[src/recency_slot_list_with_expiry_macros.svh]
// Assertion macros shared by the recency slot list RTL.
`ifndef RECENCY_SLOT_LIST_WITH_EXPIRY_MACROS_SVH
`define RECENCY_SLOT_LIST_WITH_EXPIRY_MACROS_SVH
`ifndef SYNTHESIS
// Implication in the same cycle.
`define RSL_ASSERT_IMP(label, clk, rstn, ante, cons) \
    label: assert property (@(posedge clk) disable iff (!(rstn)) (ante) |-> (cons)) \
        else $error("recency slot list: property violated");
// Implication into the following cycle.
`define RSL_ASSERT_NEXT(label, clk, rstn, ante, cons) \
    label: assert property (@(posedge clk) disable iff (!(rstn)) (ante) |=> (cons)) \
        else $error("recency slot list: property violated");
`else
`define RSL_ASSERT_IMP(label, clk, rstn, ante, cons)
`define RSL_ASSERT_NEXT(label, clk, rstn, ante, cons)
`endif
`endif

[src/rsl_pkg.sv]
// Types and fixed constants of the recency slot list.
package rsl_pkg;

    localparam int unsigned TIME_W     = 32;
    localparam int unsigned IN_TAG_W   = 16;
    localparam int unsigned OUT_SLOT_W = 4;
    localparam int unsigned OUT_TAG_W  = 16;

    localparam logic [TIME_W-1:0] TTL_RESET = 32'd8000;

    localparam logic KIND_ADD  = 1'b0;
    localparam logic KIND_TICK = 1'b1;

    typedef enum logic [9:0] {
        ST_IDLE    = 10'b00_0000_0001,
        ST_SCAN    = 10'b00_0000_0010,
        ST_UL_RD   = 10'b00_0000_0100,
        ST_UL_WR   = 10'b00_0000_1000,
        ST_LINK_A  = 10'b00_0001_0000,
        ST_LINK_B  = 10'b00_0010_0000,
        ST_ADD_OUT = 10'b00_0100_0000,
        ST_RD      = 10'b00_1000_0000,
        ST_EVAL    = 10'b01_0000_0000,
        ST_FIN     = 10'b10_0000_0000
    } state_t;

endpackage

[src/rsl_ram.sv]
// Generic single-write, single-read RAM with registered read data.
module rsl_ram #(
    parameter int unsigned WIDTH = 8,
    parameter int unsigned DEPTH = 16
) (
    input  logic                     aclk,
    input  logic                     we,
    input  logic [$clog2(DEPTH)-1:0] waddr,
    input  logic [WIDTH-1:0]         wdata,
    input  logic [$clog2(DEPTH)-1:0] raddr,
    output logic [WIDTH-1:0]         rdata
);

    logic [WIDTH-1:0] mem [DEPTH];

    always_ff @(posedge aclk) begin
        if (we) begin
            mem[waddr] <= wdata;
        end
        rdata <= mem[raddr];
    end

endmodule

[src/recency_slot_list_with_expiry.sv]
// Sequence: an add scans for the lowest free slot, unlinks the oldest entry on eviction (RAM
// read, then write), links the new entry (LINK_A, then LINK_B if the ring was not empty) and
// waits for room in the result register. A tick reads, then evaluates, each entry, finishes
// and waits while the result register is stalled; one transaction is in work at a time.
// Reset (aresetn low, synchronous) empties the ring and sets time_to_live to 8000;
// no memory clearing pass is needed, so the block is ready the cycle after reset.
`include "recency_slot_list_with_expiry_macros.svh"

module recency_slot_list_with_expiry #(
    parameter int unsigned RING_SLOTS = 10,
    parameter int unsigned TAG_BITS   = 16
) (
    input  logic                            aclk,
    input  logic                            aresetn,
    // Configuration write channel: time_to_live.
    input  logic                            cfg_valid,
    output logic                            cfg_ready,
    input  logic [rsl_pkg::TIME_W-1:0]      cfg_time_to_live,
    // Input channel.
    input  logic                            s_valid,
    output logic                            s_ready,
    input  logic                            s_kind,
    input  logic [rsl_pkg::IN_TAG_W-1:0]    s_entry_tag,
    input  logic [rsl_pkg::TIME_W-1:0]      s_now_time,
    // Result channel.
    output logic                            m_valid,
    input  logic                            m_ready,
    output logic [rsl_pkg::OUT_SLOT_W-1:0]  m_slot_index,
    output logic [rsl_pkg::OUT_TAG_W-1:0]   m_slot_tag,
    output logic                            m_evicted,
    output logic                            m_present,
    output logic                            m_last_result
);

    // Slot 0 is the sentinel. Its two links live in head_reg (newest entry)
    // and tail_reg (oldest entry), so the link RAMs are only ever read at
    // live slots, each of which was written when it was linked in.
    localparam int unsigned SLOT_W = $clog2(RING_SLOTS);
    localparam int unsigned TW     = rsl_pkg::TIME_W;

    rsl_pkg::state_t state_reg, state_next;

    logic [TW-1:0]         ttl_reg, ttl_next;
    logic [SLOT_W-1:0]     head_reg, head_next;
    logic [SLOT_W-1:0]     tail_reg, tail_next;
    logic [RING_SLOTS-1:0] used_reg, used_next;
    logic [SLOT_W-1:0]     cur_reg, cur_next;
    logic [SLOT_W-1:0]     steps_reg, steps_next;
    logic [SLOT_W-1:0]     link_old_reg, link_old_next;
    logic                  evict_reg, evict_next;

    // Operands of the transaction in work.
    logic [TAG_BITS-1:0]   tag_reg, tag_next;
    logic [TW-1:0]         now_reg, now_next;

    // The latest survivor of a tick is held back until we know whether it
    // is the last one, since last_result must mark the final result.
    logic                  pend_valid_reg, pend_valid_next;
    logic [SLOT_W-1:0]     pend_slot_reg, pend_slot_next;
    logic [TAG_BITS-1:0]   pend_tag_reg, pend_tag_next;

    // Output register.
    logic                                m_valid_reg, m_valid_next;
    logic [rsl_pkg::OUT_SLOT_W-1:0]      out_slot_reg, out_slot_next;
    logic [rsl_pkg::OUT_TAG_W-1:0]       out_tag_reg, out_tag_next;
    logic                                out_evicted_reg, out_evicted_next;
    logic                                out_present_reg, out_present_next;
    logic                                out_last_reg, out_last_next;

    // Link, stamp and tag RAMs, all read at cur_reg.
    logic                  next_we, prev_we, stamp_we, tagm_we;
    logic [SLOT_W-1:0]     next_waddr, prev_waddr, stamp_waddr, tagm_waddr;
    logic [SLOT_W-1:0]     next_wdata, prev_wdata;
    logic [TW-1:0]         stamp_wdata;
    logic [TAG_BITS-1:0]   tagm_wdata;
    logic [SLOT_W-1:0]     next_q, prev_q;
    logic [TW-1:0]         stamp_q;
    logic [TAG_BITS-1:0]   tag_q;

    logic                  out_free;
    logic                  unlink_en;
    logic [TW-1:0]         stamp_eff;
    logic [TW-1:0]         age;
    logic                  expire;

    // Width adaptation between the parameterized store and the fixed ports.
    logic [TAG_BITS+rsl_pkg::IN_TAG_W-1:0]   in_tag_ext;
    logic [TAG_BITS+rsl_pkg::OUT_TAG_W-1:0]  add_tag_ext, pend_tag_ext;
    logic [SLOT_W+rsl_pkg::OUT_SLOT_W-1:0]   cur_slot_ext, pend_slot_ext;

    assign in_tag_ext    = {{TAG_BITS{1'b0}}, s_entry_tag};
    assign add_tag_ext   = {{rsl_pkg::OUT_TAG_W{1'b0}}, tag_reg};
    assign pend_tag_ext  = {{rsl_pkg::OUT_TAG_W{1'b0}}, pend_tag_reg};
    assign cur_slot_ext  = {{rsl_pkg::OUT_SLOT_W{1'b0}}, cur_reg};
    assign pend_slot_ext = {{rsl_pkg::OUT_SLOT_W{1'b0}}, pend_slot_reg};

    rsl_ram #(.WIDTH(SLOT_W), .DEPTH(RING_SLOTS)) u_next_ram (
        .aclk (aclk), .we (next_we), .waddr (next_waddr), .wdata (next_wdata),
        .raddr (cur_reg), .rdata (next_q)
    );

    rsl_ram #(.WIDTH(SLOT_W), .DEPTH(RING_SLOTS)) u_prev_ram (
        .aclk (aclk), .we (prev_we), .waddr (prev_waddr), .wdata (prev_wdata),
        .raddr (cur_reg), .rdata (prev_q)
    );

    rsl_ram #(.WIDTH(TW), .DEPTH(RING_SLOTS)) u_stamp_ram (
        .aclk (aclk), .we (stamp_we), .waddr (stamp_waddr), .wdata (stamp_wdata),
        .raddr (cur_reg), .rdata (stamp_q)
    );

    rsl_ram #(.WIDTH(TAG_BITS), .DEPTH(RING_SLOTS)) u_tag_ram (
        .aclk (aclk), .we (tagm_we), .waddr (tagm_waddr), .wdata (tagm_wdata),
        .raddr (cur_reg), .rdata (tag_q)
    );

    // The shared age unit: one 32-bit wrapping subtract and one compare.
    // A zero stamp means "not yet seen by a tick" and takes the current time.
    assign stamp_eff = (stamp_q == '0) ? now_reg : stamp_q;
    assign age       = now_reg - stamp_eff;
    assign expire    = (age > ttl_reg);

    // The output register can take a new result when empty or being drained.
    assign out_free  = !m_valid_reg || m_ready;

    assign s_ready   = (state_reg == rsl_pkg::ST_IDLE);
    assign cfg_ready = 1'b1;

    assign m_valid       = m_valid_reg;
    assign m_slot_index  = out_slot_reg;
    assign m_slot_tag    = out_tag_reg;
    assign m_evicted     = out_evicted_reg;
    assign m_present     = out_present_reg;
    assign m_last_result = out_last_reg;

    always_comb begin
        state_next      = state_reg;
        ttl_next        = ttl_reg;
        head_next       = head_reg;
        tail_next       = tail_reg;
        used_next       = used_reg;
        cur_next        = cur_reg;
        steps_next      = steps_reg;
        link_old_next   = link_old_reg;
        evict_next      = evict_reg;
        tag_next        = tag_reg;
        now_next        = now_reg;
        pend_valid_next = pend_valid_reg;
        pend_slot_next  = pend_slot_reg;
        pend_tag_next   = pend_tag_reg;

        m_valid_next     = m_valid_reg && !m_ready;
        out_slot_next    = out_slot_reg;
        out_tag_next     = out_tag_reg;
        out_evicted_next = out_evicted_reg;
        out_present_next = out_present_reg;
        out_last_next    = out_last_reg;

        next_we     = 1'b0;
        next_waddr  = '0;
        next_wdata  = '0;
        prev_we     = 1'b0;
        prev_waddr  = '0;
        prev_wdata  = '0;
        stamp_we    = 1'b0;
        stamp_waddr = '0;
        stamp_wdata = '0;
        tagm_we     = 1'b0;
        tagm_waddr  = '0;
        tagm_wdata  = '0;
        unlink_en   = 1'b0;

        if (cfg_valid) begin
            ttl_next = cfg_time_to_live;
        end

        unique case (state_reg)
            rsl_pkg::ST_IDLE: begin
                if (s_valid) begin
                    tag_next = in_tag_ext[TAG_BITS-1:0];
                    now_next = s_now_time;
                    if (s_kind == rsl_pkg::KIND_ADD) begin
                        // Scan for the lowest free slot, starting after the sentinel.
                        cur_next   = SLOT_W'(1);
                        state_next = rsl_pkg::ST_SCAN;
                    end else begin
                        cur_next   = head_reg;
                        steps_next = '0;
                        state_next = (head_reg == '0) ? rsl_pkg::ST_FIN : rsl_pkg::ST_RD;
                    end
                end
            end

            rsl_pkg::ST_SCAN: begin
                if (!used_reg[cur_reg]) begin
                    evict_next = 1'b0;
                    state_next = rsl_pkg::ST_LINK_A;
                end else if (cur_reg == SLOT_W'(RING_SLOTS - 1)) begin
                    // Table full: the oldest entry gives up its slot.
                    evict_next = 1'b1;
                    if (tail_reg == '0) begin
                        cur_next   = SLOT_W'(1);
                        state_next = rsl_pkg::ST_LINK_A;
                    end else begin
                        cur_next   = tail_reg;
                        state_next = rsl_pkg::ST_UL_RD;
                    end
                end else begin
                    cur_next = cur_reg + SLOT_W'(1);
                end
            end

            rsl_pkg::ST_UL_RD: begin
                state_next = rsl_pkg::ST_UL_WR;
            end

            rsl_pkg::ST_UL_WR: begin
                unlink_en  = 1'b1;
                state_next = rsl_pkg::ST_LINK_A;
            end

            rsl_pkg::ST_LINK_A: begin
                // Link cur_reg in as newest and initialize its entry.
                next_we     = 1'b1;
                next_waddr  = cur_reg;
                next_wdata  = head_reg;
                prev_we     = 1'b1;
                prev_waddr  = cur_reg;
                prev_wdata  = '0;
                stamp_we    = 1'b1;
                stamp_waddr = cur_reg;
                stamp_wdata = '0;
                tagm_we     = 1'b1;
                tagm_waddr  = cur_reg;
                tagm_wdata  = tag_reg;
                used_next[cur_reg] = 1'b1;
                head_next   = cur_reg;
                if (head_reg == '0) begin
                    tail_next  = cur_reg;
                    state_next = rsl_pkg::ST_ADD_OUT;
                end else begin
                    link_old_next = head_reg;
                    state_next    = rsl_pkg::ST_LINK_B;
                end
            end

            rsl_pkg::ST_LINK_B: begin
                // The former newest entry now points back at the new one.
                prev_we    = 1'b1;
                prev_waddr = link_old_reg;
                prev_wdata = cur_reg;
                state_next = rsl_pkg::ST_ADD_OUT;
            end

            rsl_pkg::ST_ADD_OUT: begin
                if (out_free) begin
                    m_valid_next     = 1'b1;
                    out_slot_next    = cur_slot_ext[rsl_pkg::OUT_SLOT_W-1:0];
                    out_tag_next     = add_tag_ext[rsl_pkg::OUT_TAG_W-1:0];
                    out_evicted_next = evict_reg;
                    out_present_next = 1'b1;
                    out_last_next    = 1'b1;
                    state_next       = rsl_pkg::ST_IDLE;
                end
            end

            rsl_pkg::ST_RD: begin
                state_next = rsl_pkg::ST_EVAL;
            end

            rsl_pkg::ST_EVAL: begin
                // A survivor with a held one pushes that one out, so it waits for room
                // in the output register; an expiry never waits.
                if (expire || !pend_valid_reg || out_free) begin
                    if (stamp_q == '0) begin
                        stamp_we    = 1'b1;
                        stamp_waddr = cur_reg;
                        stamp_wdata = now_reg;
                    end
                    if (expire) begin
                        unlink_en = 1'b1;
                    end else begin
                        if (pend_valid_reg) begin
                            m_valid_next     = 1'b1;
                            out_slot_next    = pend_slot_ext[rsl_pkg::OUT_SLOT_W-1:0];
                            out_tag_next     = pend_tag_ext[rsl_pkg::OUT_TAG_W-1:0];
                            out_evicted_next = 1'b0;
                            out_present_next = 1'b1;
                            out_last_next    = 1'b0;
                        end
                        pend_valid_next = 1'b1;
                        pend_slot_next  = cur_reg;
                        pend_tag_next   = tag_q;
                    end
                    cur_next   = next_q;
                    steps_next = steps_reg + SLOT_W'(1);
                    if (next_q == '0 || steps_reg == SLOT_W'(RING_SLOTS - 2)) begin
                        state_next = rsl_pkg::ST_FIN;
                    end else begin
                        state_next = rsl_pkg::ST_RD;
                    end
                end
            end

            rsl_pkg::ST_FIN: begin
                if (out_free) begin
                    m_valid_next     = 1'b1;
                    out_evicted_next = 1'b0;
                    out_last_next    = 1'b1;
                    if (pend_valid_reg) begin
                        out_slot_next    = pend_slot_ext[rsl_pkg::OUT_SLOT_W-1:0];
                        out_tag_next     = pend_tag_ext[rsl_pkg::OUT_TAG_W-1:0];
                        out_present_next = 1'b1;
                    end else begin
                        out_slot_next    = '0;
                        out_tag_next     = '0;
                        out_present_next = 1'b0;
                    end
                    pend_valid_next = 1'b0;
                    state_next      = rsl_pkg::ST_IDLE;
                end
            end

            default: begin
                state_next = rsl_pkg::ST_IDLE;
            end
        endcase

        // Unlink cur_reg: its neighbors, just read from the link RAMs, are
        // joined, with the sentinel's links held in head_reg and tail_reg.
        if (unlink_en) begin
            if (prev_q == '0) begin
                head_next = next_q;
            end else begin
                next_we    = 1'b1;
                next_waddr = prev_q;
                next_wdata = next_q;
            end
            if (next_q == '0) begin
                tail_next = prev_q;
            end else begin
                prev_we    = 1'b1;
                prev_waddr = next_q;
                prev_wdata = prev_q;
            end
            used_next[cur_reg] = 1'b0;
        end
    end

    always_ff @(posedge aclk) begin
        if (!aresetn) begin
            state_reg      <= rsl_pkg::ST_IDLE;
            ttl_reg        <= rsl_pkg::TTL_RESET;
            head_reg       <= '0;
            tail_reg       <= '0;
            used_reg       <= {{(RING_SLOTS-1){1'b0}}, 1'b1};
            cur_reg        <= '0;
            steps_reg      <= '0;
            evict_reg      <= 1'b0;
            pend_valid_reg <= 1'b0;
            m_valid_reg    <= 1'b0;
        end else begin
            state_reg      <= state_next;
            ttl_reg        <= ttl_next;
            head_reg       <= head_next;
            tail_reg       <= tail_next;
            used_reg       <= used_next;
            cur_reg        <= cur_next;
            steps_reg      <= steps_next;
            evict_reg      <= evict_next;
            pend_valid_reg <= pend_valid_next;
            m_valid_reg    <= m_valid_next;
        end
    end

    always_ff @(posedge aclk) begin
        link_old_reg    <= link_old_next;
        tag_reg         <= tag_next;
        now_reg         <= now_next;
        pend_slot_reg   <= pend_slot_next;
        pend_tag_reg    <= pend_tag_next;
        out_slot_reg    <= out_slot_next;
        out_tag_reg     <= out_tag_next;
        out_evicted_reg <= out_evicted_next;
        out_present_reg <= out_present_next;
        out_last_reg    <= out_last_next;
    end

    // Between transactions the ring is either empty at both ends or at neither.
    `RSL_ASSERT_IMP(a_ring_ends_agree, aclk, aresetn, state_reg == rsl_pkg::ST_IDLE, (head_reg == '0) == (tail_reg == '0))
    // Between transactions, the newest entry is a claimed slot.
    `RSL_ASSERT_IMP(a_head_is_used, aclk, aresetn, state_reg == rsl_pkg::ST_IDLE && head_reg != '0, used_reg[head_reg])
    // A held survivor exists only while a tick walks the ring.
    `RSL_ASSERT_IMP(a_pend_in_walk, aclk, aresetn, pend_valid_reg, state_reg == rsl_pkg::ST_RD || state_reg == rsl_pkg::ST_EVAL || state_reg == rsl_pkg::ST_FIN)
    // One transaction at a time: acceptance closes the input side.
    `RSL_ASSERT_NEXT(a_one_in_work, aclk, aresetn, s_valid && s_ready, !s_ready)

endmodule

[config.mk]
export PLATFORM = sky130hd
export DESIGN_NAME = recency_slot_list_with_expiry
export DESIGN_NICKNAME = d
export VERILOG_FILES = /design/src/rsl_pkg.sv /design/src/rsl_ram.sv /design/src/recency_slot_list_with_expiry.sv
export VERILOG_INCLUDE_DIRS = /design/src /design/src/src
export SDC_FILE = /design/constraint.sdc
export NUM_CORES = 1
export LEC_CHECK = 0
export BUFFER_PORTS_ARGS = -buffer_cell sky130_fd_sc_hd__buf_2
export CAP_MARGIN = 40
export CORE_MARGIN = 3
export CORE_UTILIZATION = 49
export CTS_CLUSTER_DIAMETER = 120
export DETAILED_ROUTE_END_ITERATION = 12
export GPL_TIMING_DRIVEN = 0
export PLACE_DENSITY = 0.65
export SLEW_MARGIN = 30
export SYNTH_ARGS = -nofsm -noshare
export SYNTH_HDL_FRONTEND = slang
export SYNTH_SLANG_ARGS = --single-unit
[constraint.sdc]
create_clock -name aclk -period 8.9 [get_ports aclk]
set_clock_uncertainty 0.1 [all_clocks]
set_input_delay 0.89 -clock aclk [delete_from_list [all_inputs] [get_ports aclk]]
set_output_delay 0.89 -clock aclk [all_outputs]
set_load 0.05 [all_outputs]
==> impl_metrics.tcl <==
set metrics [dict create \
    final_common_cell "edfxtp_1" \
    crit_type "reg -> reg" \
    ant_nets 0 \
    setup.worst_path.start_class "flip-flop" \
    dieArea_um2 68980 \
    power_frac_seq_pct 39.4 \
    portBuffers 109 \
    drc 0 \
    hpwlAfterDp_mm 53.59 \
    die_y_um 262.6 \
    max_freq_mhz 118.8 \
    top_regs "u_stamp_ram.mem: 320 flops, u_tag_ram.mem: 160 flops" \
    critPathSlowestCell "or4_1" \
    synth_cell_types 86 \
    grt_overflow 0 \
    first_global_vias 19490 \
    die_w_um 262.6 \
    clk_path_buf_depth 3 \
    syn_inst 2038 \
    wl_met1_mm 32.90 \
    pwr-share-clk_pct 31.1 \
    num_rows 93 \
    synth_nets 2194 \
    leakage_nw 12.29 \
    crit_path_end_kind "flip-flop" \
    ys_ff_latch 782 \
    period_needed_ns 8.414 \
    switching_share_pct 33.06 \
    cap_violations 0 \
    grtUsageTotal_pct 23.13 \
    cp_slowest_stage_delay_ns 0.50 \
    wl_met2_mm 39.37 \
    antenna_found_initial 0 \
    grt_pass1_wl_mm 120.6 \
    worstMarginPinSlew_ns 0.8762 \
    final_cell_mix "edfxtp_1 (655), a21oi_1 (137), dfxtp_1 (127)" \
    syn2layout_area_growth_pct 16.88 \
    pwr-share-comb_pct 29.5 \
    final_hold_viol_count 0 \
    largest_register "u_stamp_ram.mem" \
    yosysSeqAreaShare_pct 68.82 \
    required_ns 9.11 \
    dr.pass1.iters 6 \
    intPower_mw 7.415 \
    ir_worst_vdd_mv 0.1959 \
    cts_tree "built" \
    clk_pin_slew_ns 0.06 \
    netSwitchingPower_mw 3.662 \
    period_share_pct 94.54 \
    wirelength_mm 80.09 \
    synth_ff_type "edfxtp_1" \
    grt_max_degree 29 \
    yosys.area.top_type "edfxtp_1" \
    synth_top_cell_area_share_pct 60.94 \
    htreeDepth 3 \
    hold_path.class "reg -> reg" \
    drt_iter0_drc 1763 \
    syn-cell-area_um2 32270 \
    synth-async-reset-ratio_pct 0 \
    clock_latency_ns 0.64 \
    num-nets-final 2442 \
    synth_area_leaders "edfxtp_1 (61%), mux4_2 (8.0%), dfxtp_1 (7.9%), mux2i_1 (2.7%), ha_1 (2.7%)" \
    finalMaxSlewViolations 0 \
    crit_fanout 10 \
    p_per_area_nw_per_um2 293.6 \
    fin_ws_ns 0.4856 \
    status "completed" \
    setup-violations-final 0 \
    synth_edf_count 655 \
    syn_avg_cell_area_um2 15.84 \
    vias 19170 \
    largest_reg_flops 320 \
    core_area_um2 64810 \
    root_buffer "clkbuf_16" \
    cts_sinks 782 \
    top_layer_used "met4" \
    drive_gt1_share_pct 20.95 \
    route.met3.wl_mm 5.718 \
    avgRoutedWirePerCell_um 24.96 \
    gp_congestion 0.8878 \
    start_util_pct 49.79 \
    numCtsBuffers 81 \
    worstPathArrival_ns 8.63 \
    yosys_warnings 0 \
    pin_count 112 \
    place_ws_ns -0.5313 \
    totalPowerFinal_mw 11.08 \
    ctsHoldBuffers 0 \
    vias_per_cell 5.974 \
    slew_headroom_pct 41.59 \
]
-- what timing repair did --
item	4_1_cts	5_1_grt
pin swaps	1	6
endpoints found under the hold margin	0	0
endpoints found under the setup margin	350	397
resized for setup	4	18
setup buffers	1	6
-- worst paths after layout --
path                         from                   end  slack, ns  cells after the start
min            u_tag_ram.rdata[0]       pend_tag_reg[0]       0.30                      0
max reg2reg  u_stamp_ram.rdata[0]  u_prev_ram.mem[7][1]       0.49                     28
max          u_stamp_ram.rdata[0]  u_prev_ram.mem[7][1]       0.49                     28
min reg2reg    u_tag_ram.rdata[0]       pend_tag_reg[0]       0.30                      0
-- cell type report --
cell class | count | area, µm²
Sequential cell | 782 | 22210
Inverter | 54 | 202.7
Fill cell | 4918 | 27090
Tap cell | 855 | 1070
Timing Repair Buffer | 165 | 1340
Clock buffer | 105 | 2272
Multi-Input combinational cell | 1100 | 9668
Clock inverter | 45 | 484.2
Antenna cell | 1 | 2.502
Buffer | 102 | 471.7
-- power groups by stage --
stage | sequential [mW] | clock (mW) | combinational (mW)
4_1_cts | 4.36 | 3.50 | 3.24
3_3_place_gp | 4.44 | 0 | 3.06
2_1_floorplan | 4.36 | 0 | 2.20
5_1_grt | 4.37 | 3.65 | 3.58
3_5_place_dp | 4.43 | 0 | 3.21
6_report | 4.36 | 3.45 | 3.26
-- critical path, delay by kind of cell (launching register included) --
kind	cells	cell delay, ns
AO/OA/AOI/OAI	11	2.56
AND/OR/NAND/NOR	11	3.49
buffers and inverters	4	0.88
adder cells (fa/ha/maj)	2	0.67
flip-flops	1	0.37
-- metal layers --
layer  vias up  GRT usage (%)
met3       150          4.354
met4         0          6.713
met5         -              0
met2       738          38.36
met1      9767          31.41
li1       8517              -
-- cells in the mapped netlist, types with 49 or more instances --
library cell / number
a211oi_1: 68
inv_1: 53
nor2b_1: 67
mux4_2: 114
a21oi_1: 139
edfxtp_1: 655
nor2_1: 111
and2_1: 52
dfxtp_1: 127
clkbuf_1: 71
mux2i_1: 88
nand2_1: 49
ha_1: 69
-- logic make-up after synthesis --
| logic type | synth area share (%) |
|---|---|
| buffers and inverters | 2.047 |
| flip-flops | 68.82 |
| AND/OR/NAND/NOR | 6.955 |
| AO/OA/AOI/OAI | 7.901 |
| XOR/XNOR | 0.8413 |
| multiplexers | 10.68 |
| other | 0.01162 |
| adder cells (fa/ha/maj) | 2.737 |
-- stage by stage --
step	instance area (µm²)	util [%]	hold WS (ns)	cells	TNS, ns
final	37720	58.20	0.2988	3209	0
after CTS	37550	57.93	0.2948	3194	-1.225
after global routing	37720	58.20	0.2974	3208	-0.05513
after floorplan	32270	-	0.2855	2038	0
after detailed placement	34750	53.62	0.2887	3043	-90.47
after global placement	33890	52.29	0.2861	3002	-1401.00
No activity file was read; power rests on OpenSTA's default activity.
